<file path="config.mk">
export PLATFORM = sky130hd
export DESIGN_NAME = ogbp_regs
export DESIGN_NICKNAME = d
export VERILOG_FILES = /design/src/design/occupancy_grid_boundary_points_macros.svh /design/src/design/ogbp_pkg.sv /design/src/design/ogbp_regs.sv
export SDC_FILE = /design/constraint.sdc
export NUM_CORES = 1
export LEC_CHECK = 0
export ABC_AREA = 1
export ABC_CLOCK_PERIOD_IN_PS = 3200
export BUFFER_PORTS_ARGS = -buffer_cell sky130_fd_sc_hd__buf_2
export CAP_MARGIN = 20
export CORE_ASPECT_RATIO = 0.9
export CORE_MARGIN = 2
export CORE_UTILIZATION = 45
export CTS_CLUSTER_DIAMETER = 120
export CTS_CLUSTER_SIZE = 10
export DETAILED_ROUTE_END_ITERATION = 12
export GPL_TIMING_DRIVEN = 1
export HOLD_SLACK_MARGIN = 0.12
export PLACE_DENSITY = 0.73
export SLEW_MARGIN = 30
export SYNTH_ARGS = -nofsm -noshare
export SYNTH_HDL_FRONTEND = slang
export SYNTH_SLANG_ARGS = --single-unit
</file>
<file path="constraint.sdc">
create_clock -name clk -period 3.2 [get_ports clk]
set_input_delay 0.32 -clock clk [delete_from_list [all_inputs] [get_ports clk]]
set_output_delay 0.32 -clock clk [all_outputs]
set_load 0.03 [all_outputs]
</file>
<file path="src/design/occupancy_grid_boundary_points_macros.svh">
// Assertion macros for the boundary point extractor.
`ifndef OCCUPANCY_GRID_BOUNDARY_POINTS_MACROS_SVH
`define OCCUPANCY_GRID_BOUNDARY_POINTS_MACROS_SVH
`ifndef ASSERT_OFF
`define OGBP_ASSERT(lbl, prop) \
	lbl: assert property (@(posedge clk) disable iff (!arst_n) prop) \
		else $error("ogbp check failed");
`define OGBP_ASSERT_NEVER(lbl, cond) \
	lbl: assert property (@(posedge clk) disable iff (!arst_n) !(cond)) \
		else $error("ogbp forbidden condition");
`else
`define OGBP_ASSERT(lbl, prop)
`define OGBP_ASSERT_NEVER(lbl, cond)
`endif
`endif

</file>
<file path="src/design/ogbp_pkg.sv">
package ogbp_pkg;

	localparam int MAX_WIDTH_DEF  = 1024;
	localparam int MAX_HEIGHT_DEF = 1024;

	localparam int SIZE_W  = 11;
	localparam int SCALE_W = 24;
	localparam int COL_W   = 10;
	localparam int ROW_W   = 10;
	localparam int POS_W   = 34;
	localparam int OUT_W   = COL_W + ROW_W + 2 * POS_W;
	localparam int APB_AW  = 4;
	localparam int QUEUE_DEPTH = 4;

	localparam logic signed [7:0] OCC_OCCUPIED = 8'sd100;

	localparam logic [SIZE_W-1:0]  GRID_WIDTH_RST  = 11'd1024;
	localparam logic [SIZE_W-1:0]  GRID_HEIGHT_RST = 11'd1024;
	localparam logic [SCALE_W-1:0] X_SCALE_RST     = 24'd4915;
	localparam logic [SCALE_W-1:0] Y_SCALE_RST     = 24'd8704;

	localparam logic [1:0] REG_GRID_WIDTH  = 2'd0;
	localparam logic [1:0] REG_GRID_HEIGHT = 2'd1;
	localparam logic [1:0] REG_X_SCALE     = 2'd2;
	localparam logic [1:0] REG_Y_SCALE     = 2'd3;

	typedef struct packed {
		logic cur;
		logic draining;
		logic has_prev;
		logic last_col;
		logic left_empty;
	} job_flags_t;

	localparam int FLAGS_W = $bits(job_flags_t);

endpackage

</file>
<file path="src/design/ogbp_regs.sv">
module ogbp_regs import ogbp_pkg::*; #(
	parameter int MAX_WIDTH  = MAX_WIDTH_DEF,
	parameter int MAX_HEIGHT = MAX_HEIGHT_DEF,
	localparam int CW = $clog2(MAX_WIDTH),
	localparam int HW = $clog2(MAX_HEIGHT) + 1
) (
	input  logic               clk,
	input  logic               arst_n,
	input  logic               psel,
	input  logic               penable,
	input  logic               pwrite,
	input  logic [APB_AW-1:0]  paddr,
	input  logic [31:0]        pwdata,
	output logic [31:0]        prdata,
	output logic               pready,
	output logic [CW:0]        w_eff,
	output logic [HW-1:0]      h_eff,
	output logic [SCALE_W-1:0] x_scale,
	output logic [SCALE_W-1:0] y_scale,
	output logic               size_wr
);

	logic [SIZE_W-1:0]  grid_width_q;
	logic [SIZE_W-1:0]  grid_height_q;
	logic [SCALE_W-1:0] x_scale_q;
	logic [SCALE_W-1:0] y_scale_q;
	logic               wr;
	logic [1:0]         idx;

	assign pready  = 1'b1;
	assign idx     = paddr[3:2];
	assign wr      = psel && penable && pwrite && pready;
	assign size_wr = wr && (idx == REG_GRID_WIDTH || idx == REG_GRID_HEIGHT);
	assign x_scale = x_scale_q;
	assign y_scale = y_scale_q;

	always_ff @(posedge clk or negedge arst_n) begin
		if (!arst_n) begin
			grid_width_q  <= GRID_WIDTH_RST;
			grid_height_q <= GRID_HEIGHT_RST;
			x_scale_q     <= X_SCALE_RST;
			y_scale_q     <= Y_SCALE_RST;
		end else if (wr) begin
			case (idx)
				REG_GRID_WIDTH:  grid_width_q  <= pwdata[SIZE_W-1:0];
				REG_GRID_HEIGHT: grid_height_q <= pwdata[SIZE_W-1:0];
				REG_X_SCALE:     x_scale_q     <= pwdata[SCALE_W-1:0];
				REG_Y_SCALE:     y_scale_q     <= pwdata[SCALE_W-1:0];
				default: ;
			endcase
		end
	end

	always_comb begin
		case (idx)
			REG_GRID_WIDTH:  prdata = 32'(grid_width_q);
			REG_GRID_HEIGHT: prdata = 32'(grid_height_q);
			REG_X_SCALE:     prdata = 32'(x_scale_q);
			REG_Y_SCALE:     prdata = 32'(y_scale_q);
			default:         prdata = '0;
		endcase
	end

	// clamp sizes into 1..max
	always_comb begin
		if (grid_width_q == '0)
			w_eff = (CW+1)'(1);
		else if (int'(grid_width_q) > MAX_WIDTH)
			w_eff = (CW+1)'(MAX_WIDTH);
		else
			w_eff = (CW+1)'(grid_width_q);
		if (grid_height_q == '0)
			h_eff = HW'(1);
		else if (int'(grid_height_q) > MAX_HEIGHT)
			h_eff = HW'(MAX_HEIGHT);
		else
			h_eff = HW'(grid_height_q);
	end

endmodule

</file>
* Word-level counts from Yosys, hierarchy flattened *
Index checks and enable logic that the tools add are counted.

operators by class
  $mul = 0
  div/mod/pow operators = 0
  reduce and logical (&&, ||, !) cells = 11
  $add $sub $neg = 0
  equal/unequal tests = 3
  shift-type cells = 0
  bitwise operators = 0
  order comparisons = 2
  muxes and demuxes = 5

operators by type and width
  cell                                                                    number
  32-bit case mux with 4 select lines                                     1
  11-bit two-way mux                                                      4
  11-bit greater-than comparator (second input constant)                  2
  11-bit logical NOT                                                      2
  2-bit AND reduction                                                     4
  2-bit equality test (second input constant)                             2
  1-bit logical AND                                                       3
  2-bit by 1-bit equality test with 1-bit output (second input constant)  1
  2-bit logical NOT                                                       1
  1-bit logical OR                                                        1

word-level totals
  memories kept = 0
  logic and storage cells = 25
  bits in read-only memories = 0
  bits in writable memories = 0
  input port bits = 41
  register bits after elaboration = 70
  output and inout port bits = 104
  bits in latches = 0

* Depth between registers and ports, before layout *
  depth after elaboration = 3
  depth in mapped cells = 7

* Worst setup path before layout *
Ideal clock, no wire load.

  path kind = register to output
  start point = register y_scale_q[9] (netlist: y_scale[9])
  end point = output prdata[9]
  data arrival time = 1.259 ns
  buffers on the path = 0
  stages on the path, launching flop included = 3
  slack = 1.621 ns
  data required time = 2.880 ns
  cell sequence = dfstp_2 -> inv_1 -> o2111ai_1

between the ends
  longest elaborated chain between the ends = 1

RTL lines
  element                              RTL line         RTL
  start: declaration                   ogbp_regs.sv:26  logic [SCALE_W-1:0] y_scale_q;
  start signal: assignment             ogbp_regs.sv:48  REG_Y_SCALE: y_scale_q <= pwdata[SCALE_W-1:0];
  32-bit case mux with 4 select lines  ogbp_regs.sv:55  case (idx)
  end: declaration                     ogbp_regs.sv:14  output logic [31:0] prdata,

Every way passes these cells. The select of a mux whose other input is x is not followed.

* Final worst setup path *
  start point = register grid_width_q[10]
  end point = output w_eff[1]

between the ends
  longest elaborated chain between the ends = 3
  elaborated cells on any way between the ends = 4
  those cells by class = order compare (1); mux (2); reduce/logical (1)

RTL lines
  element                         RTL line         RTL
  start: declaration              ogbp_regs.sv:23  logic [SIZE_W-1:0] grid_width_q;
  start signal: assignment        ogbp_regs.sv:45  REG_GRID_WIDTH: grid_width_q <= pwdata[SIZE_W-1:0];
  11-bit greater-than comparator  ogbp_regs.sv:68  else if (int'(grid_width_q) > MAX_WIDTH)
  11-bit two-way mux              ogbp_regs.sv:68
  11-bit two-way mux (*)          ogbp_regs.sv:66  if (grid_width_q == '0)
  end: declaration                ogbp_regs.sv:16  output logic [CW:0] w_eff,

Every way passes the cells marked *; elsewhere a longest branch is shown, timed or not.

==> summary.md <==
| Metric | Value |
|---|---|
| Rows | `30` |
| Worst IR Drop VDD | `559 uV` |
| DRC | `0` |
| Crit path DAT | `1.75 ns` |
| Share of cells above drive strength 1 | `0.321` |
| Final Hold Viols | `0` |
| Placed cells | `632` |
| Synth Flop Type | `dfrtp_1` |
| Vias/cell | `4.85` |
| Clock Path Buffers | `2` |
| Slew Limit Fails | `0` |
| Total of max-cap violations | `0` |
| Overall Global Routing Usage | `0.217` |
| Setup_tns | `0 ns` |
| Post-synth top area cell | `dfrtp_1` |
| Post-synthesis cell type count | `22` |
| Pre-CTS WS | `1.16 ns` |
| Top cells by area, synth | `dfrtp_1, nand2_1, dfstp_2` |
| Global-route wire length before repair | `14,700 um` |
| Hold Path Class | `in2reg` |
| Final period utilization | `0.647` |
| Starting DRT DRC Count | `239` |
| Initial DRT Pass Iterations | `4` |
| EDFF count, synth | `0` |
| Clock skew | `0 ns` |
| Number of global-route vias before repair | `2,908` |
| Mapped Avg Cell Area | `8.10 sq um` |
| RSZ-0062 raised after global routing | `false` |
| CTS sink cnt | `70` |
| Post-Syn Area | `0.00350 sq mm` |
| Pin count of the biggest net entering global routing | `71` |
| Post-CTS resize count | `0` |
| Antenna Cells | `0` |
| Total power | `3.29 mW` |
| Post-synth top cells | `nand2_1, inv_1, dfrtp_1` |
| Final non-filler cell total | `650` |
| Postcts setup bufs | `0` |
| Post-synthesis register bit count | `70` |
| Fillers | `730` |
| Pwr dens | `762 mW/mm^2` |
| Root Buffer | `clkbuf_8` |
| Final net count | `590` |
| WL final | `9030 um` |
| Async S/R FF share, synth | `1.00` |
| Initial antenna violation count | `0` |
| Outcome | `finished, final reports clean` |
| Sequential fraction of the synthesis area | `0.505` |
| Initial Util | `0.464` |
| Final worst slack | `1.13 ns` |
| Worst EP required | `2.88 ns` |
| Post-route ant nets | `0` |
| Worst rel slew slack | `0.405` |
| I/O pin count | `145` |
| DR WL/cell | `13.9 um` |
| Maximum fanout along the worst path | `8` |
| Share of the synthesized area in the top cell type | `0.422` |
| FF/Latch Area | `0.00177 sq mm` |
| Overflow after GRT | `0` |
| Multi-input gate area | `0.00128 sq mm` |
| Yosys Warn Count | `0` |
| CTS tree | `yes` |
| CTS clk-pin slew, worst paths | `0.08 ns` |
| Placeable Area | `0.00754 sq mm` |
| Setup-failing EPs final | `0` |
| Die Area | `0.00849 sq mm` |
| Syn Inst Count | `432` |
| CTS Hold Bufs | `0` |
| Tmin final | `2.07 ns` |
| DIE WIDTH | `96.9 um` |
| Die height | `87.6 um` |
| Count leader, synth | `nand2_1` |
| Clk_lat worst skew | `0.33 ns` |
| CTS buffer count | `9` |
| Worst setup EP type | `primary output` |
| Final core utilization | `0.573` |
| Synthesis-to-layout area growth | `23.6%` |
| Achievable Freq | `483 MHz` |
| P_leak | `2.28 nW` |
| Final HPWL DP | `6440 um` |
| I/O Buffers | `125` |
| Tightest Pin Transition | `0.889 ns` |
| CP startpoint kind | `flop` |
| Via Count | `3,152` |
| H-tree levels | `3` |
| Worst Setup Path Type | `reg2out` |
| GPL Wtd Cong | `0.756` |
## metal layers
layer	vias up	GRT usage	part of all wire
met4	0	0.0640	0.013
met5	-	0	0
met3	8	0.0615	0.068
li1	1575	-	-
met2	98	0.341	0.47
met1	1471	0.297	0.45
## power by group
part           switching (mW)  internal (mW)
registers               0.162           1.11
logic                   0.939          0.370
clock network           0.335          0.379
total                    1.44           1.86
## layout by cell type, fill, tap and decap left out, drive strengths merged, types with 4 or more instances in the layout
cell type,n
a21oi,11
buf,129
clkbuf,10
clkinv,4
conb,9
dfrtp,59
dfstp,11
inv,72
nand2,105
nand3,4
nor2,52
o2111ai,11
o21ai,60
o22ai,13
## final cells by class
| cell class | instances | area share |
|---|---|---|
| tap | 96 | 0.0278 |
| clock buffer | 10 | 0.0318 |
| multi-input combinational | 266 | 0.296 |
| sequential | 70 | 0.408 |
| clock inverter | 6 | 0.0142 |
| inverter | 72 | 0.0625 |
| timing repair buffer | 130 | 0.159 |
## registers in the layout, indices dropped and copies added, names as in the netlist
signal and cells:
grid_height_q 11, y_scale 24, x_scale 24, grid_width_q 11
## through the flow
step / instance area, sq um / hold WS [ns]
final: 4320 / 0.203
after global routing: 4320 / 0.191
after CTS: 4280 / 0.185
after detailed placement: 4080 / 0.496
after global placement: 4080 / 0.489
after floorplan: 3520 / 0.0244
## critical path: stages, from the launching register on
cell,delay (ns)
dfstp_2,0.58
inv_1,0.08
nor2_1,0.43
nor2_1,0.13
buf_2,0.21
## worst paths after layout
kind,startpoint,end,slack [ns],cells after the start
min in group asynchronous,arst_n,x_scale[13],0.60,3
min reg2reg,y_scale[9],y_scale[9],0.50,2
max,grid_width_q[10],w_eff[1],1.13,4
max in group asynchronous,arst_n,grid_width_q[7],2.13,3
min,pwdata[1],y_scale[1],0.20,3
max reg2reg,grid_height_q[10],grid_height_q[10],2.35,2
## cell families after synthesis
logic type / synth area share
AND/OR/NAND/NOR: 0.186
buffers and inverters: 0.137
AO/OA/AOI/OAI: 0.170
flip-flops: 0.505
other: 0.00215
Power figures use the tool's default switching activity.
