<file path="src/design/occupancy_grid_boundary_points_macros.svh">
// Assertion macros for the boundary point extractor.
`ifndef OCCUPANCY_GRID_BOUNDARY_POINTS_MACROS_SVH
`define OCCUPANCY_GRID_BOUNDARY_POINTS_MACROS_SVH
`ifndef ASSERT_OFF
`define OGBP_ASSERT(lbl, prop) \
	lbl: assert property (@(posedge clk) disable iff (!arst_n) prop) \
		else $error("ogbp check failed");
`define OGBP_ASSERT_NEVER(lbl, cond) \
	lbl: assert property (@(posedge clk) disable iff (!arst_n) !(cond)) \
		else $error("ogbp forbidden condition");
`else
`define OGBP_ASSERT(lbl, prop)
`define OGBP_ASSERT_NEVER(lbl, cond)
`endif
`endif

</file>
<file path="src/design/ogbp_pkg.sv">
package ogbp_pkg;

	localparam int MAX_WIDTH_DEF  = 1024;
	localparam int MAX_HEIGHT_DEF = 1024;

	localparam int SIZE_W  = 11;
	localparam int SCALE_W = 24;
	localparam int COL_W   = 10;
	localparam int ROW_W   = 10;
	localparam int POS_W   = 34;
	localparam int OUT_W   = COL_W + ROW_W + 2 * POS_W;
	localparam int APB_AW  = 4;
	localparam int QUEUE_DEPTH = 4;

	localparam logic signed [7:0] OCC_OCCUPIED = 8'sd100;

	localparam logic [SIZE_W-1:0]  GRID_WIDTH_RST  = 11'd1024;
	localparam logic [SIZE_W-1:0]  GRID_HEIGHT_RST = 11'd1024;
	localparam logic [SCALE_W-1:0] X_SCALE_RST     = 24'd4915;
	localparam logic [SCALE_W-1:0] Y_SCALE_RST     = 24'd8704;

	localparam logic [1:0] REG_GRID_WIDTH  = 2'd0;
	localparam logic [1:0] REG_GRID_HEIGHT = 2'd1;
	localparam logic [1:0] REG_X_SCALE     = 2'd2;
	localparam logic [1:0] REG_Y_SCALE     = 2'd3;

	typedef struct packed {
		logic cur;
		logic draining;
		logic has_prev;
		logic last_col;
		logic left_empty;
	} job_flags_t;

	localparam int FLAGS_W = $bits(job_flags_t);

endpackage

</file>
<file path="src/design/ogbp_front.sv">
module ogbp_front import ogbp_pkg::*; #(
	parameter int MAX_WIDTH  = MAX_WIDTH_DEF,
	parameter int MAX_HEIGHT = MAX_HEIGHT_DEF,
	localparam int CW = $clog2(MAX_WIDTH),
	localparam int HW = $clog2(MAX_HEIGHT) + 1
) (
	input  logic          clk,
	input  logic          arst_n,
	input  logic          s_tvalid,
	output logic          s_tready,
	input  logic [7:0]    s_tdata,   // [7:0] occupancy
	input  logic          s_tuser,   // [0] command
	input  logic [CW:0]   w_eff,
	input  logic [HW-1:0] h_eff,
	input  logic          size_wr,
	input  logic          q_full,
	output logic          q_push,
	output logic [CW-1:0] q_col,
	output logic [HW-1:0] q_row,
	output job_flags_t    q_flags
);

	logic [CW-1:0] c_q;
	logic [HW-1:0] r_q;
	logic          last_cur_q;
	logic          draining;
	logic          drop;
	logic          cur;
	logic          last_col;

	assign s_tready = !q_full;
	assign draining = (r_q == h_eff);
	assign drop     = !draining && s_tuser;
	assign cur      = !draining && ($signed(s_tdata) == OCC_OCCUPIED);
	assign last_col = (((CW+1)'(c_q) + (CW+1)'(1)) == w_eff);
	assign q_push   = s_tvalid && s_tready && !drop;
	assign q_col    = c_q;
	assign q_row    = r_q;

	always_comb begin
		q_flags.cur        = cur;
		q_flags.draining   = draining;
		q_flags.has_prev   = (r_q != '0);
		q_flags.last_col   = last_col;
		q_flags.left_empty = (c_q != '0) && !last_cur_q;
	end

	always_ff @(posedge clk or negedge arst_n) begin
		if (!arst_n) begin
			c_q        <= '0;
			r_q        <= '0;
			last_cur_q <= 1'b0;
		end else if (size_wr) begin
			c_q <= '0;
			r_q <= '0;
		end else if (q_push) begin
			last_cur_q <= cur;
			if (last_col) begin
				c_q <= '0;
				r_q <= draining ? '0 : r_q + HW'(1);
			end else begin
				c_q <= c_q + CW'(1);
			end
		end
	end

	`include "occupancy_grid_boundary_points_macros.svh"
	`OGBP_ASSERT(a_col_in_row, (CW+1)'(c_q) < w_eff)
	`OGBP_ASSERT(a_row_in_grid, r_q <= h_eff)

endmodule

</file>
<file path="config.mk">
export PLATFORM = sky130hd
export DESIGN_NAME = ogbp_front
export DESIGN_NICKNAME = d
export VERILOG_FILES = /design/src/design/ogbp_pkg.sv /design/src/design/ogbp_front.sv
export VERILOG_INCLUDE_DIRS = /design/src /design/src/design
export SDC_FILE = /design/constraint.sdc
export NUM_CORES = 1
export LEC_CHECK = 0
export BUFFER_PORTS_ARGS = -buffer_cell sky130_fd_sc_hd__buf_2
export CAP_MARGIN = 25
export CORE_MARGIN = 2
export CORE_UTILIZATION = 51
export DETAILED_ROUTE_END_ITERATION = 7
export GPL_TIMING_DRIVEN = 1
export PLACE_DENSITY = 0.81
export SYNTH_ARGS = -nofsm -noshare
export SYNTH_HDL_FRONTEND = slang
export SYNTH_SLANG_ARGS = --single-unit
</file>
<file path="constraint.sdc">
create_clock -name clk -period 3.4 [get_ports clk]
set_clock_uncertainty 0.15 [all_clocks]
set_input_delay 0.17 -clock clk [delete_from_list [all_inputs] [get_ports clk]]
set_output_delay 0.17 -clock clk [all_outputs]
set_load 0.02 [all_outputs]
</file>
# After elaboration in Yosys (flattened, before gate mapping)
# Cells that the tools add are included.
dict set report classes {
  addsub 3
  multipliers 0
  div 0
  n_lt_le_gt_ge 0
  eq_ne 3
  shifts 0
  mux 7
  n_bitwise 1
  n_reduce_logical 15
}
# cell n
set ops {}
lappend ops {{$mux 11} 4}
lappend ops {{$mux 10} 3}
lappend ops {{$eq 11x11->1} 2}
lappend ops {{$add 10x1->11 const B} 1}
lappend ops {{$add 11x1->11 const B} 1}
lappend ops {{$reduce_bool 11->1} 1}
lappend ops {{$add 10x1->10 const B} 1}
lappend ops {{$reduce_bool 10->1} 1}
lappend ops {{$eq 8x8->1 const B} 1}
lappend ops {{$logic_and 1x1->1} 5}
lappend ops {{$logic_not 1->1} 4}
lappend ops {{$reduce_and 2->1} 2}
lappend ops {{$reduce_bool 2->1} 2}
lappend ops {{$not 1->1} 1}
dict set report word_totals {
  regBits 22
  latchBits 0
  mem_bits_rw 0
  romBits 0
  out_inout_bits 28
  elab_cells 32
  n_memories 0
}

# Depth between registers and ports, before layout
dict set report logic_depth {
  word_depth 7
  mapped_depth 11
}

# Worst setup path before layout
# Ideal clock, no wire load.
dict set report synth_timing {
  path_kind {register to register}
  startpoint {register c_q[0] (netlist: q_col[0])}
  endpoint {register r_q[8] (netlist: q_row[8])}
  arrival_time_ps 2632
  required_ps 3185
  slack_ps 553
  stages_incl_launch_ff 11
  cell_sequence {dfrtp_1 > inv_1 > ha_1 > xor2_1 > a211oi_1 > nand4_1 > a311o_1 > or4b_4 > buf_6 > nor3_2 > a211o_1}
}
dict set report synth_via {
  elab_chain_len 4
}
# element line
set synth_rtl {}
lappend synth_rtl {{from (decl)} ogbp_front.sv:23} ;# logic [CW-1:0] c_q;
lappend synth_rtl {{from (signal assigned)} ogbp_front.sv:62} ;# c_q <= c_q + CW'(1);
lappend synth_rtl {{$add 10x1->11} ogbp_front.sv:35} ;# assign last_col = (((CW+1)'(c_q) + (CW+1)'(1)) == w_eff);
lappend synth_rtl {{$eq 11x11->1} ogbp_front.sv:35}
lappend synth_rtl {{$reduce_bool 2->1 (no line)} -}
lappend synth_rtl {{$reduce_and 2->1 (no line)} -}
lappend synth_rtl {{to (signal assigned)} ogbp_front.sv:60} ;# r_q <= draining ? '0 : r_q + HW'(1);
lappend synth_rtl {{to (decl)} ogbp_front.sv:24} ;# logic [HW-1:0] r_q;
# Every way passes these cells.
# A chain may end at the register's enable or synchronous reset.

==> results.json <==
{
  "yosysWarnings": 0,
  "grt_setup_unrepaired": "no",
  "grt_use_total": 0.228,
  "final_common_cell": "buf_2",
  "min_path_type": "in2reg",
  "drt_iter0_drc": 127,
  "clk_latency_ps": 320,
  "setup_viol": 0,
  "drc": 0,
  "ys_types": 46,
  "required_ps": 3080,
  "grt-ovfl-total": 0,
  "final_area_sq_mm": 0.00218,
  "final_cell_mix": "buf_2 (63), nand2_1 (22), dfrtp_1 (22)",
  "critPathMaxStageDelay_ps": 500,
  "total_power_mw": 0.526,
  "clk_pin_slew_worst_paths_ps": 130,
  "grt_pass1_vias": 1736,
  "cp_max_fo": 15,
  "coreArea_sq_mm": 0.00342,
  "syn_to_final_growth_pct": 17.2,
  "timing.slew.headroom": 0.510,
  "first_pass_iters": 4,
  "n_fill_cell": 309,
  "rows": 21,
  "fin_ws_ps": 237,
  "syn_nets": 268,
  "p_leak_nw": 1.11,
  "cp_cell_sequence": "inv_1 > ha_1 > xor2_1 > a211oi_1 > nand4_1 > a311o_1 > or3_4 > inv_1 > buf_2",
  "syn_inst": 228,
  "cellPowerDensity_mw_per_mm2": 241,
  "htree_num_levels": 1,
  "ys_seq_elements": 22,
  "via_per_inst": 5.62,
  "dpl.hpwl_microns": 3380,
  "cap_violations": 0,
  "crit_path_frequent_cell": "inv_1",
  "die_w_microns": 64.4,
  "fmax_mhz": 316,
  "io_pins": 64,
  "dieArea_sq_mm": 0.00414,
  "critPathCaptureType": "output pin",
  "diodes": 0,
  "placed_area_sq_mm": 0.00213,
  "io_buffers": 63,
  "place_ws_ps": 436,
  "numClockSinks": 22,
  "grt_max_degree": 23,
  "die-height_microns": 64.4,
  "setup-tns-final_ps": 0,
  "hold_violations": 0,
  "avgSynthCellArea_sq_um": 8.15,
  "grt_pass1_wl_microns": 7540,
  "crit_type": "reg2out",
  "drt-wirelength-per-cell_microns": 13.8,
  "nNetsFinal": 320,
  "cts_root_buf": "clkbuf_4",
  "cpMaxStageDelayCell": "dfrtp_1",
  "hold_slack_ps": 20.9,
  "cts_tree": "built",
  "start_kind": "flip-flop",
  "cts_buffers": 3,
  "syn_area_sq_mm": 0.00186,
  "ys_seq_area_frac": 0.296,
  "gp_congestion": 0.849,
  "tightest_slew_ps": 732,
  "finalCriticalPeriod_ps": 3160,
  "status": "finished clean",
  "ant_nets": 0,
  "vias": 1828,
  "clock_path_buffers": 2,
  "finalMaxSlewViolations": 0,
  "drt_wl_total_microns": 4500,
  "antenna_found_initial": 0,
  "initial_utilization": 0.544,
  "post-route-period-util": 0.930,
  "worst_ep_arrival_time_ps": 2840,
  "drive_gt1_frac": 0.280,
  "irDropWorstVdd_mv": 0.157
}
[flip-flops by register name (all words and copies together) (netlist names)]
register,flops
q_row,11
last_cur_q,1
q_col,10
[worst max-delay path: cells and delay by family, from the launching register on]
| kind | cells | cell delay [ps] |
|---|---|---|
| flip-flops | 1 | 500 |
| XOR/XNOR | 1 | 160 |
| AND/OR/NAND/NOR | 2 | 610 |
| buffers and inverters | 3 | 390 |
| adder cells (fa/ha/maj) | 1 | 320 |
| AO/OA/AOI/OAI | 2 | 550 |
[power breakdown]
group | leakage (nW) | total [mW] | internal (mW) | switching, mW
Combinational | 0.787 | 0.0981 | 0.0435 | 0.0547
Sequential | 0.306 | 0.275 | 0.266 | 0.00978
Clock | 0.0210 | 0.153 | 0.0655 | 0.0873
Total | 1.11 | 0.526 | 0.375 | 0.152
[through the flow]
step	std cells	utilization
2_1_floorplan	228	-
3_3_place_gp	320	0.623
3_5_place_dp	320	0.623
6_report	325	0.638
4_1_cts	325	0.637
5_1_grt	325	0.638
[routing by layer]
layer	routed length [microns]	vias up	global-route usage
met2	2230	65	0.392
met4	38	0	0.0878
met3	258	4	0.0352
met1	1980	846	0.286
met5	0	-	0
li1	-	913	-
[kinds of logic (layout without fill, tap and decap cells)]
logic type | Yosys count | in the layout | synth area share
flip-flops | 22 | 22 | 0.296
XOR/XNOR | 23 | 23 | 0.108
AO/OA/AOI/OAI | 47 | 47 | 0.170
AND/OR/NAND/NOR | 100 | 100 | 0.301
buffers and inverters | 30 | 81 | 0.0861
multiplexers | 2 | 2 | 0.0108
adder cells (fa/ha/maj) | 4 | 4 | 0.0269
[path summary, 6_finish.rpt]
kind / startpoint / to / slack [ps] / cells past startpoint
max: q_col[0] / q_flags[1] / 240 / 9
min: s_tdata[4] / last_cur_q / 20 / 4
max reg2reg: q_col[0] / q_row[2] / 470 / 9
min reg2reg: last_cur_q / last_cur_q / 400 / 2
max in group asynchronous: arst_n / q_row[4] / 2560 / 2
min in group asynchronous: arst_n / last_cur_q / 190 / 2
[synthesized netlist by cell type, drive strengths merged]
library cell / n / area share
nor4bb: 1 / 0.0054
a311o: 1 / 0.0054
or2: 3 / 0.010
nand4b: 1 / 0.0047
nand2b: 6 / 0.020
a41oi: 1 / 0.0047
a21oi: 12 / 0.032
nand3: 20 / 0.057
o21ai: 9 / 0.024
o211ai: 1 / 0.0040
xor2: 15 / 0.071
a32o: 2 / 0.011
and4: 1 / 0.0047
nor2: 5 / 0.010
a31oi: 5 / 0.017
nor3b: 4 / 0.016
or3: 3 / 0.010
nor4: 8 / 0.027
a21o: 8 / 0.032
inv: 11 / 0.022
or4b: 1 / 0.0074
clkbuf: 7 / 0.014
a311oi: 1 / 0.0081
and2: 1 / 0.0047
o2bb2ai: 1 / 0.0047
a211oi: 1 / 0.0040
a211o: 3 / 0.014
nand4: 2 / 0.0067
nor2b: 5 / 0.017
and3: 7 / 0.024
nand2: 22 / 0.044
nor3: 8 / 0.024
mux2i: 2 / 0.011
nor4b: 1 / 0.0047
o2111ai: 1 / 0.0047
buf: 12 / 0.050
a21boi: 1 / 0.0040
xnor2: 8 / 0.038
dfrtp: 22 / 0.30
nand3b: 1 / 0.0040
ha: 4 / 0.027
[cell type report]
class / count / area, sq um / share of cell area
flip-flops and latches: 22 / 551 / 0.253
clock buffers: 4 / 36.3 / 0.0166
multi-input cells: 176 / 1150 / 0.529
well taps: 46 / 57.6 / 0.0264
inverters: 11 / 41.3 / 0.0189
repair buffers: 66 / 340 / 0.156
[repair_timing]
action / CTS / global route
endpoints found under the hold margin: 22 / 0
hold buffers: 1 / 0
setup buffers: 0 / 0
endpoints found under the setup margin: 0 / 1
gates resized for setup: 0 / 1
Power figures use the tool's default switching activity.
