**config.mk**
```make
export PLATFORM = sky130hd
export DESIGN_NAME = ogbp_queue
export DESIGN_NICKNAME = d
export VERILOG_FILES = /design/src/design/ogbp_pkg.sv /design/src/design/ogbp_queue.sv
export VERILOG_INCLUDE_DIRS = /design/src /design/src/design
export SDC_FILE = /design/constraint.sdc
export NUM_CORES = 1
export LEC_CHECK = 0
export BUFFER_PORTS_ARGS = -buffer_cell sky130_fd_sc_hd__buf_2
export CAP_MARGIN = 20
export CORE_MARGIN = 1.5
export CORE_UTILIZATION = 40
export CTS_BUF_LIST = sky130_fd_sc_hd__clkbuf_16
export DETAILED_ROUTE_END_ITERATION = 7
export PLACE_DENSITY = 0.66
export SYNTH_ARGS = -nofsm -noshare
export SYNTH_HDL_FRONTEND = slang
export SYNTH_SLANG_ARGS = --single-unit
```
**constraint.sdc**
```tcl
create_clock -name clk -period 3.7 [get_ports clk]
set_input_delay 0.185 -clock clk [delete_from_list [all_inputs] [get_ports clk]]
set_output_delay 0.185 -clock clk [all_outputs]
set_load 0.005 [all_outputs]
```
**src/design/occupancy_grid_boundary_points_macros.svh**
```systemverilog
// Assertion macros for the boundary point extractor.
`ifndef OCCUPANCY_GRID_BOUNDARY_POINTS_MACROS_SVH
`define OCCUPANCY_GRID_BOUNDARY_POINTS_MACROS_SVH
`ifndef ASSERT_OFF
`define OGBP_ASSERT(lbl, prop) \
	lbl: assert property (@(posedge clk) disable iff (!arst_n) prop) \
		else $error("ogbp check failed");
`define OGBP_ASSERT_NEVER(lbl, cond) \
	lbl: assert property (@(posedge clk) disable iff (!arst_n) !(cond)) \
		else $error("ogbp forbidden condition");
`else
`define OGBP_ASSERT(lbl, prop)
`define OGBP_ASSERT_NEVER(lbl, cond)
`endif
`endif

```
**src/design/ogbp_pkg.sv**
```systemverilog
package ogbp_pkg;

	localparam int MAX_WIDTH_DEF  = 1024;
	localparam int MAX_HEIGHT_DEF = 1024;

	localparam int SIZE_W  = 11;
	localparam int SCALE_W = 24;
	localparam int COL_W   = 10;
	localparam int ROW_W   = 10;
	localparam int POS_W   = 34;
	localparam int OUT_W   = COL_W + ROW_W + 2 * POS_W;
	localparam int APB_AW  = 4;
	localparam int QUEUE_DEPTH = 4;

	localparam logic signed [7:0] OCC_OCCUPIED = 8'sd100;

	localparam logic [SIZE_W-1:0]  GRID_WIDTH_RST  = 11'd1024;
	localparam logic [SIZE_W-1:0]  GRID_HEIGHT_RST = 11'd1024;
	localparam logic [SCALE_W-1:0] X_SCALE_RST     = 24'd4915;
	localparam logic [SCALE_W-1:0] Y_SCALE_RST     = 24'd8704;

	localparam logic [1:0] REG_GRID_WIDTH  = 2'd0;
	localparam logic [1:0] REG_GRID_HEIGHT = 2'd1;
	localparam logic [1:0] REG_X_SCALE     = 2'd2;
	localparam logic [1:0] REG_Y_SCALE     = 2'd3;

	typedef struct packed {
		logic cur;
		logic draining;
		logic has_prev;
		logic last_col;
		logic left_empty;
	} job_flags_t;

	localparam int FLAGS_W = $bits(job_flags_t);

endpackage

```
**src/design/ogbp_queue.sv**
```systemverilog
module ogbp_queue import ogbp_pkg::*; #(
	parameter int WIDTH = 8,
	parameter int DEPTH = QUEUE_DEPTH,
	localparam int PW = $clog2(DEPTH),
	localparam int NW = $clog2(DEPTH + 1)
) (
	input  logic             clk,
	input  logic             arst_n,
	input  logic             push,
	input  logic [WIDTH-1:0] wdata,
	input  logic             pop,
	output logic [WIDTH-1:0] rdata,
	output logic             empty,
	output logic             full
);

	logic [WIDTH-1:0] slot_q [DEPTH];
	logic [PW-1:0]    wr_q;
	logic [PW-1:0]    rd_q;
	logic [NW-1:0]    cnt_q;

	assign empty = (cnt_q == '0);
	assign full  = (cnt_q == NW'(DEPTH));
	assign rdata = slot_q[rd_q];

	always_ff @(posedge clk) begin
		if (push)
			slot_q[wr_q] <= wdata;
	end

	always_ff @(posedge clk or negedge arst_n) begin
		if (!arst_n) begin
			wr_q  <= '0;
			rd_q  <= '0;
			cnt_q <= '0;
		end else begin
			if (push)
				wr_q <= (wr_q == PW'(DEPTH - 1)) ? '0 : wr_q + PW'(1);
			if (pop)
				rd_q <= (rd_q == PW'(DEPTH - 1)) ? '0 : rd_q + PW'(1);
			if (push && !pop)
				cnt_q <= cnt_q + NW'(1);
			else if (pop && !push)
				cnt_q <= cnt_q - NW'(1);
		end
	end

	`include "occupancy_grid_boundary_points_macros.svh"
	`OGBP_ASSERT_NEVER(a_no_overflow, push && full)
	`OGBP_ASSERT_NEVER(a_no_underflow, pop && empty)

endmodule

```
# Yosys cells after proc, flatten, opt, wreduce, memory -nomap -nowiden
# Memory sizes are Yosys's and may differ from the RTL's.
# Index checks and enable logic that the tools add are counted.
[word_totals]
reg_bits = 7
ram_bits = 32
input_bits = 12
output_inout_bits = 10
wordCells = 23
mem_count = 1
[memory_table]
columns = ["name", "depth", "width", "rd", "rd_ports_with_merged_regs", "write_ports", "line_no", "rtl"]
rows = [
  ["slot_q", 4, 8, 1, 0, 1, "ogbp_queue.sv:17", "logic [WIDTH-1:0] slot_q [DEPTH];"],
]
[op_classes]
n_addsub = 4
eq_ne = 3
n_mux = 6
n_reduce_logical = 6
[ops]
columns = ["operator", "n"]
rows = [
  ["two-way mux 3 bit", 2],
  ["adder 2 x 1 -> 2 bit, second input constant", 2],
  ["== test 2 bit, second input constant", 2],
  ["two-way mux 2 bit", 2],
  ["adder 3 x 1 -> 3 bit, second input constant", 1],
  ["== test 3 bit, second input constant", 1],
  ["logical NOT 3 bit", 1],
  ["subtractor 3 x 1 -> 3 bit, second input constant", 1],
  ["logical AND 1 bit", 2],
  ["logical NOT 1 bit", 2],
  ["two-way mux 1 bit", 2],
  ["nonzero test 2 bit", 1],
]

# Depth between registers and ports, before layout
# Gate-level depths: netlist of run 1.
[depth]
depth_word = 4
ltp_mapped = 7
depth_no_buf = 7

# Worst setup path before layout of run 1
# No wires, ideal clock.
[synth_timing]
kind = "register to register"
startpoint = "reg cnt_q[0]"
endpoint = "reg cnt_q[2]"
setup_time_ns = 0.079
arrival_time_ns = 1.216
t_required_ns = 3.621
setup_slack_ns = 2.405
path_stages_with_launch = 5
n_path_buf = 0
synth_period_minus_slack_ns = 1.295
path_cell_list = "dfrtp_1 > fa_1 > xor2_1 > nor2_1 > xor2_1"
[synth_via]
elab_chain_len = 3
word_cells_on_any_way = 4
classes_between = "2 x add/sub; 2 x mux"
[synth_rtl]
columns = ["item", "line_no", "rtl"]
rows = [
  ["start, declared", "ogbp_queue.sv:20", "logic [NW-1:0] cnt_q;"],
  ["start signal, assigned", "ogbp_queue.sv:42", "cnt_q <= cnt_q + NW'(1);"],
  ["start signal, assigned", "ogbp_queue.sv:44", "cnt_q <= cnt_q - NW'(1);"],
  ["subtractor 3 x 1 -> 3 bit", "ogbp_queue.sv:44", ""],
  ["two-way mux 3 bit", "ogbp_queue.sv:43", "else if (pop && !push)"],
  ["two-way mux 3 bit (*)", "ogbp_queue.sv:41", "if (push && !pop)"],
]
# Every way passes the cells marked *; elsewhere a longest branch is shown, timed or not. The select of a mux whose other input is x is not followed.
# A chain may end at the register's enable or synchronous reset.

# Worst setup path in the final report of run 1
[layout_timing]
startpoint = "reg rd_q[0]"
endpoint = "out rdata[3]"
[layout_via]
elab_chain_len = 1
[layout_rtl]
columns = ["item", "line_no", "rtl"]
rows = [
  ["start, declared", "ogbp_queue.sv:19", "logic [PW-1:0] rd_q;"],
  ["start signal, assigned", "ogbp_queue.sv:40", "rd_q <= (rd_q == PW'(DEPTH - 1)) ? '0 : rd_q + PW'(1);"],
  ["memory read (4 x 8 bit)", "-", ""],
  ["end, declared", "ogbp_queue.sv:12", "output logic [WIDTH-1:0] rdata,"],
]
# No other way between the ends.

==> metrics, run 1 <==
global-route wire length before repair 3970 um; Total GRT Usage 13.2%; post-synth top area share 61.2%; CTS H-tree lvls 2; Post-synth EDFFs 32; final hold violations 0; Crit Path Class reg -> out; Num CTS Buffers 5; Vias per Instance 4.93; Synth cell types 18; Worst EP arrival 1.72 ns; antenna-violating nets left 0; Post-DP HPWL 1560 um; max incr delay on CP 0.71 ns; CP Cell Sequence mux4_2 -> buf_2; dpl ws 2.02 ns; Die X 65.7 um; cell count after synthesis 79; Area contributors post-synth edfxtp_1 61%, mux4_2 11%, dfrtp_1 11%, ha_1 4.8%, mux2_2 2.2%; Std-Cell Rows 22; clock sinks 39; Final setup viols 0; pin count of the biggest net entering global routing 13; Main synth FF type edfxtp_1; HP Class in -> reg; GP Congestion 0.679; initial cell density of the core 42.3%; Longest Clk Path Bufs 2; CP startpoint kind flip-flop; clk root buf clkbuf_16; fin crit period 1.90 ns; Max-cap violations 0; post-synthesis mux area share 13.6%; Warnings, synthesis 0; Simple-Gate Fraction of Synth Area 3.43%; run status finished, final reports clean; PwrDens 769 mW/mm2; Leak 0.713 nW; VDD IR max 0.352 mV; Slowest cell on crit path dfrtp_1; Synth Area in Compound Gates 0.637%; Ant. Diodes 0; vias in the first global route 832; Post-CTS Resized 0; Fin Setup TNS 0 ns; final worst slack 1.80 ns; critical path's top delay family flip-flops; Die Height 65.7 um; syn_area_per_cell 19.9 um2; core area 0.00372 mm2; Fmax achieved 525 MHz; Synth Area in Adders 6.06%; grt ovf 0; Post-route DRC 0; XOR/XNOR Fraction of Synth Area 1.67%; post-DR wirelength/cell 14.7 um; mapped cell area 0.00157 mm2; Yosys reg bits 39; ys async rst share 17.9%; PortBufs 21; Pins Over Slew Limit 0; Fin Hold WS 0.122 ns; largest family of logic cells by synthesized area multiplexers; DRT iter0 DRCs 78; sequential fraction of the synthesis area 72.4%; CTS tree yes; Nets 125; Syn Nets 98; IO Count 22; full die area 0.00431 mm2; vias after detailed routing 759; RSZ-0062 raised after global routing no; share of post-route cells with drive strength above 1 36.8%; Worst-path clk slew 0.05 ns; clock latency on the worst-skew pair 0.28 ns; maximum fanout along the worst path 11; Area Overhead vs Synth 20.5%; Slew HR 60.9%; clk_skew 0.00337 ns; WP buf/inv 1; fin crit share 51.5%; 1st-pass router iterations 4; largest area contributor in the netlist edfxtp_1; Least-Margin Pin Slew 0.586 ns; initial antenna violation count 0; Worst Path Required 3.51 ns; Setup crit end kind output pin; final wirelength 2260 um; post-CTS setup buffer count 0
## state kept, by name, indices dropped and copies added (netlist names)
| name | cells |
|---|---|
| cnt_q | 3 |
| rd_q | 2 |
| slot_q | 32 |
| wr_q | 2 |
## layer usage
| metal | up-vias | wire length, um | track usage (%) |
|---|---|---|---|
| met5 | - | 0 | 0 |
| met4 | 0 | 26 | 4.69 |
| met3 | 5 | 117 | 6.51 |
| met2 | 20 | 1160 | 20.5 |
| met1 | 380 | 960 | 16.0 |
| li1 | 354 | - | - |
## repair_timing
action / 4_1_cts / 5_1_grt
hold buffers: 1 / 0
hold endpoints to repair: 7 / 0
endpoints found under the setup margin: 0 / 0
## cell usage in the layout, fill, tap and decap left out
cell type,instances
edfxtp_1,32
buf_2,21
mux4_2,8
dfrtp_1,7
ha_1,6
inv_1,5
clkbuf_16,5
and2_1,4
mux2_2,3
o21ai_0,2
nor2_1,2
xor2_1,2
nor3b_1,1
nor3_1,1
xnor2_1,1
nand3_1,1
nand2_1,1
fa_1,1
bufinv_16,1
clkinvlp_4,1
dlygate4sd3_1,1
## area by class of cell
class | instances | area (um2)
clock inverter | 2 | 37.5
inverter | 5 | 18.8
fill | 314 | 1820
tap | 48 | 60.1
timing repair buffer | 22 | 115
clock buffer | 5 | 125
sequential | 39 | 1140
multi-input combinational | 33 | 399
## per-stage QoR
stage	area [um2]	cells	power (W)	utilization [%]
global route	1890	154	0.00155	50.9
global placement	1720	146	0.000996	46.3
finish	1890	154	0.00145	50.9
CTS	1890	154	0.00148	50.9
floorplan	1570	79	0.000896	-
detailed placement	1720	146	0.00102	46.3
## kinds of logic (layout without fill, tap and decap cells)
group / count (synthesis) / in the layout
AND/OR/NAND/NOR: 10 / 10
buffers and inverters: 7 / 34
XOR/XNOR: 3 / 3
multiplexers: 11 / 11
AO/OA/AOI/OAI: 2 / 2
flip-flops: 39 / 39
adder cells (fa/ha/maj): 7 / 7
## power breakdown
group	internal (W)	switching [W]	total, W
sequential	0.000578	0.0000923	0.000671
combinational	0.000194	0.000129	0.000323
clock	0.000313	0.000148	0.000461
total	0.00109	0.000369	0.00145
## path summary, 6_finish.rpt
kind | endpoint | slack, ns | startpoint | depth (start not counted)
max reg2reg | slot_q[2][5] | 2.29 | wr_q[0] | 3
min in group asynchronous | rd_q[0] | 0.29 | arst_n | 2
max | rdata[3] | 1.80 | rd_q[0] | 2
min | slot_q[2][4] | 0.12 | wdata[4] | 1
min reg2reg | cnt_q[2] | 0.50 | cnt_q[2] | 1
max in group asynchronous | cnt_q[0] | 3.26 | arst_n | 2
## cells in the mapped netlist (2+ instances only)
cell      instances
edfxtp_1         32
dfrtp_1           7
mux4_2            8
ha_1              6
nor2_1            2
and2_1            4
xor2_1            2
mux2_2            3
inv_1             5
o21ai_0           2
Power figures use the tool's default switching activity.
==> inputs of run 2 (changes only) <==
ABC_AREA = 1   (was unset)
PLACE_DENSITY = 0.68   (was 0.66)
clock period = 1.7 ns   (was 3.7 ns; I/O delays follow)
==> metrics, run 2 <==
Post-DP HPWL 2170 um (was 1560 um); clk_skew 0.00310 ns (was 0.00337 ns); share of post-route cells with drive strength above 1 18.7% (was 36.8%); CTS H-tree lvls 2 (unchanged); # fillers 339 (was 314); vias in the first global route 1081 (was 832); clock sinks 39 (unchanged); Leak 0.899 nW (was 0.713 nW); fin crit share 85.5%; DRT iter0 DRCs 56 (was 78); full die area 0.00466 mm2 (was 0.00431 mm2); PwrDens 1620 mW/mm2 (was 769 mW/mm2); VDD IR max 0.667 mV (was 0.352 mV); post-route insts no fill 221 (was 154); 1st-pass router iterations 4 (unchanged); initial antenna violation count 0 (unchanged); Hold Path Origin wdata[3] (was wdata[4]); clock latency on the worst-skew pair 0.28 ns (about the same); initial cell density of the core 42.0% (was 42.3%); IO Count 22 (unchanged); Nets 189 (was 125); clk root buf clkbuf_16 (unchanged); Ant. Diodes 0 (unchanged); Die Height 68.2 um (was 65.7 um); mapped cell area 0.00170 mm2 (was 0.00157 mm2); antenna-violating nets left 0 (unchanged); final instance area 0.00199 mm2 (was 0.00189 mm2); largest registers slot_q (32), cnt_q (3) (unchanged); Total GRT Usage 15.0% (was 13.2%); Fin Hold WS 0.0261 ns (was 0.122 ns); dpl cells 212 (was 146); cell area after placement 0.00184 mm2 (was 0.00172 mm2); commonest non-fill, non-tap cell in the layout nand2_1 (was edfxtp_1); post-synth top area share 56.4% (was 61.2%); Setup crit start rd_q[0] (unchanged); CTS tree yes (unchanged); top post-synthesis cells by count 38 x nand2_1, 32 x edfxtp_1, 27 x inv_1, 16 x o211ai_1, 7 x dfrtp_1 (was 32 x edfxtp_1, 8 x mux4_2, 7 x dfrtp_1, 6 x ha_1, 5 x inv_1); Worst-path clk slew 0.06 ns (was 0.05 ns); fin crit period 1.45 ns; Synth cell types 17 (was 18); global-route wire length before repair 4860 um (was 3970 um); Fmax achieved 688 MHz; Max-cap violations 0 (unchanged); vias after detailed routing 1075 (was 759); cell count after synthesis 144 (was 79); Largest register FFs 32 (unchanged); grt ovf 0 (unchanged); sequential fraction of the synthesis area 66.7% (was 72.4%); final wirelength 3010 um (was 2260 um); syn_area_per_cell 11.8 um2 (was 19.9 um2); Area contributors post-synth edfxtp_1 56%, dfrtp_1 10%, nand2_1 8.4%, o211ai_1 7.1%, inv_1 6.0% (was edfxtp_1 61%, mux4_2 11%, dfrtp_1 11%, ha_1 4.8%, mux2_2 2.2%); Warnings, synthesis 0 (unchanged); run status finished, final reports clean (unchanged); most frequent cells in the layout 38 x nand2_1, 32 x edfxtp_1, 27 x inv_1 (was 32 x edfxtp_1, 21 x buf_2, 8 x mux4_2); Least-Margin Pin Slew 0.389 ns (was 0.586 ns); post-CTS setup buffer count 0 (unchanged); Num CTS Buffers 5 (unchanged); Post-synth EDFFs 32 (unchanged); Syn Nets 163 (was 98); ys async rst share 17.9% (unchanged); Area Overhead vs Synth 16.8% (was 20.5%); GP Congestion 0.681 (was 0.679); Die X 68.2 um (was 65.7 um); Std-Cell Rows 23 (was 22); Worst Path Required 1.62 ns (was 3.51 ns); Worst EP arrival 1.37 ns (was 1.72 ns); RSZ-0062 raised after global routing no (unchanged); Post-route DRC 0 (unchanged); Crit Path Class reg -> out (unchanged); core area 0.00406 mm2 (was 0.00372 mm2); Main synth FF type edfxtp_1 (unchanged); maximum fanout along the worst path 33 (was 11); HP Class in -> reg (unchanged); Longest Clk Path Bufs 2 (unchanged); pin count of the biggest net entering global routing 34 (was 13); Setup crit end kind output pin (unchanged); Fin Setup TNS 0 ns (unchanged); Yosys reg bits 39 (unchanged); largest area contributor in the netlist edfxtp_1 (unchanged); PortBufs 21 (unchanged); Pins Over Slew Limit 0 (unchanged); CP startpoint kind flip-flop (unchanged); Vias per Instance 4.86 (was 4.93); top-count cell post-synth nand2_1 (was edfxtp_1); worst r2r src wr_q[0] (unchanged); Largest Register slot_q (unchanged); post-DR wirelength/cell 13.6 um (was 14.7 um); Slew HR 74.0% (was 60.9%); final hold violations 0 (unchanged); Final setup viols 0 (unchanged)
## run 2: changes by cell type in the layout (fill, tap and decap cells not counted), sizes merged, moves of 2 or more
| cell | change |
|---|---|
| and2 | -4 |
| clkinv | +3 |
| inv | +24 |
| mux2 | -3 |
| mux4 | -8 |
| nand2 | +37 |
| o211ai | +16 |
| o21ai | +2 |
| xor2 | -2 |
## run 2: path summary, 6_finish.rpt
| kind | endpoint | slack [ns] | depth (start not counted) |
|---|---|---|---|
| min | slot_q[3][3] | 0.03 | 1 |
| max reg2reg | slot_q[0][3] | 0.38 | 4 |
| max in group asynchronous | rd_q[1] | 1.37 | 2 |
| min reg2reg | cnt_q[2] | 0.52 | 2 |
| min in group asynchronous | cnt_q[2] | 0.17 | 2 |
| max | rdata[4] | 0.25 | 5 |
## run 2: what timing repair did
| item | 4_1_cts | 5_1_grt |
|---|---|---|
| hold endpoints to repair | 7 | 0 |
| gates resized for setup | 0 | 2 |
| endpoints found under the setup margin | 0 | 6 |
| hold buffers | 1 | 0 |
## run 2: kinds of logic (layout without fill, tap and decap cells)
group | count (synthesis) | after routing | share of synthesized area (%)
xor gates and xnor gates | 1 | 1 | 0.514
adders and majority gates | 7 | 7 | 5.58
AOI/OAI and AO/OA | 21 | 21 | 8.52
and+or+nand+nor | 43 | 43 | 9.85
buffers and inverters | 33 | 60 | 8.82
DFF | 39 | 39 | 66.7
## run 2: per-stage QoR
stage | total power [W] | util (%) | setup slack (ns)
6_report | 0.00322 | 49.0 | 0.246
5_1_grt | 0.00343 | 49.0 | 0.135
4_1_cts | 0.00325 | 49.0 | 0.105
3_5_place_dp | 0.00237 | 45.3 | 0.364
3_3_place_gp | 0.00228 | 45.3 | 0.433
2_1_floorplan | 0.00206 | - | 0.500
## run 2: final cells by class
class	count	area, um2	area share [%]
Inverter	29	111	5.60
Clock buffer	5	125	6.29
Clock inverter	3	15.0	0.755
Timing Repair Buffer	23	123	6.16
Tap cell	50	62.6	3.14
Sequential cell	39	1140	57.1
Multi-Input combinational cell	72	417	20.9
## run 2: critical path: stages, from the launching register on
cell	delay [ns]
dfrtp_1	0.42
inv_4	0.26
nand2_1	0.11
o211ai_1	0.10
nand2_1	0.08
buf_2	0.13
## run 2: where the power goes
part,switching (W),internal (W)
registers,0.000144,0.00127
clock network,0.000333,0.000534
logic,0.000566,0.000367
total,0.00104,0.00217
## run 2: per-layer routing
metal | up-vias | GRT usage [%] | share of wire, %
met5 | - | 0 | 0
met1 | 505 | 16.6 | 41
met4 | 0 | 6.00 | 1.6
met3 | 7 | 5.43 | 6.3
met2 | 28 | 26.2 | 52
li1 | 535 | - | -
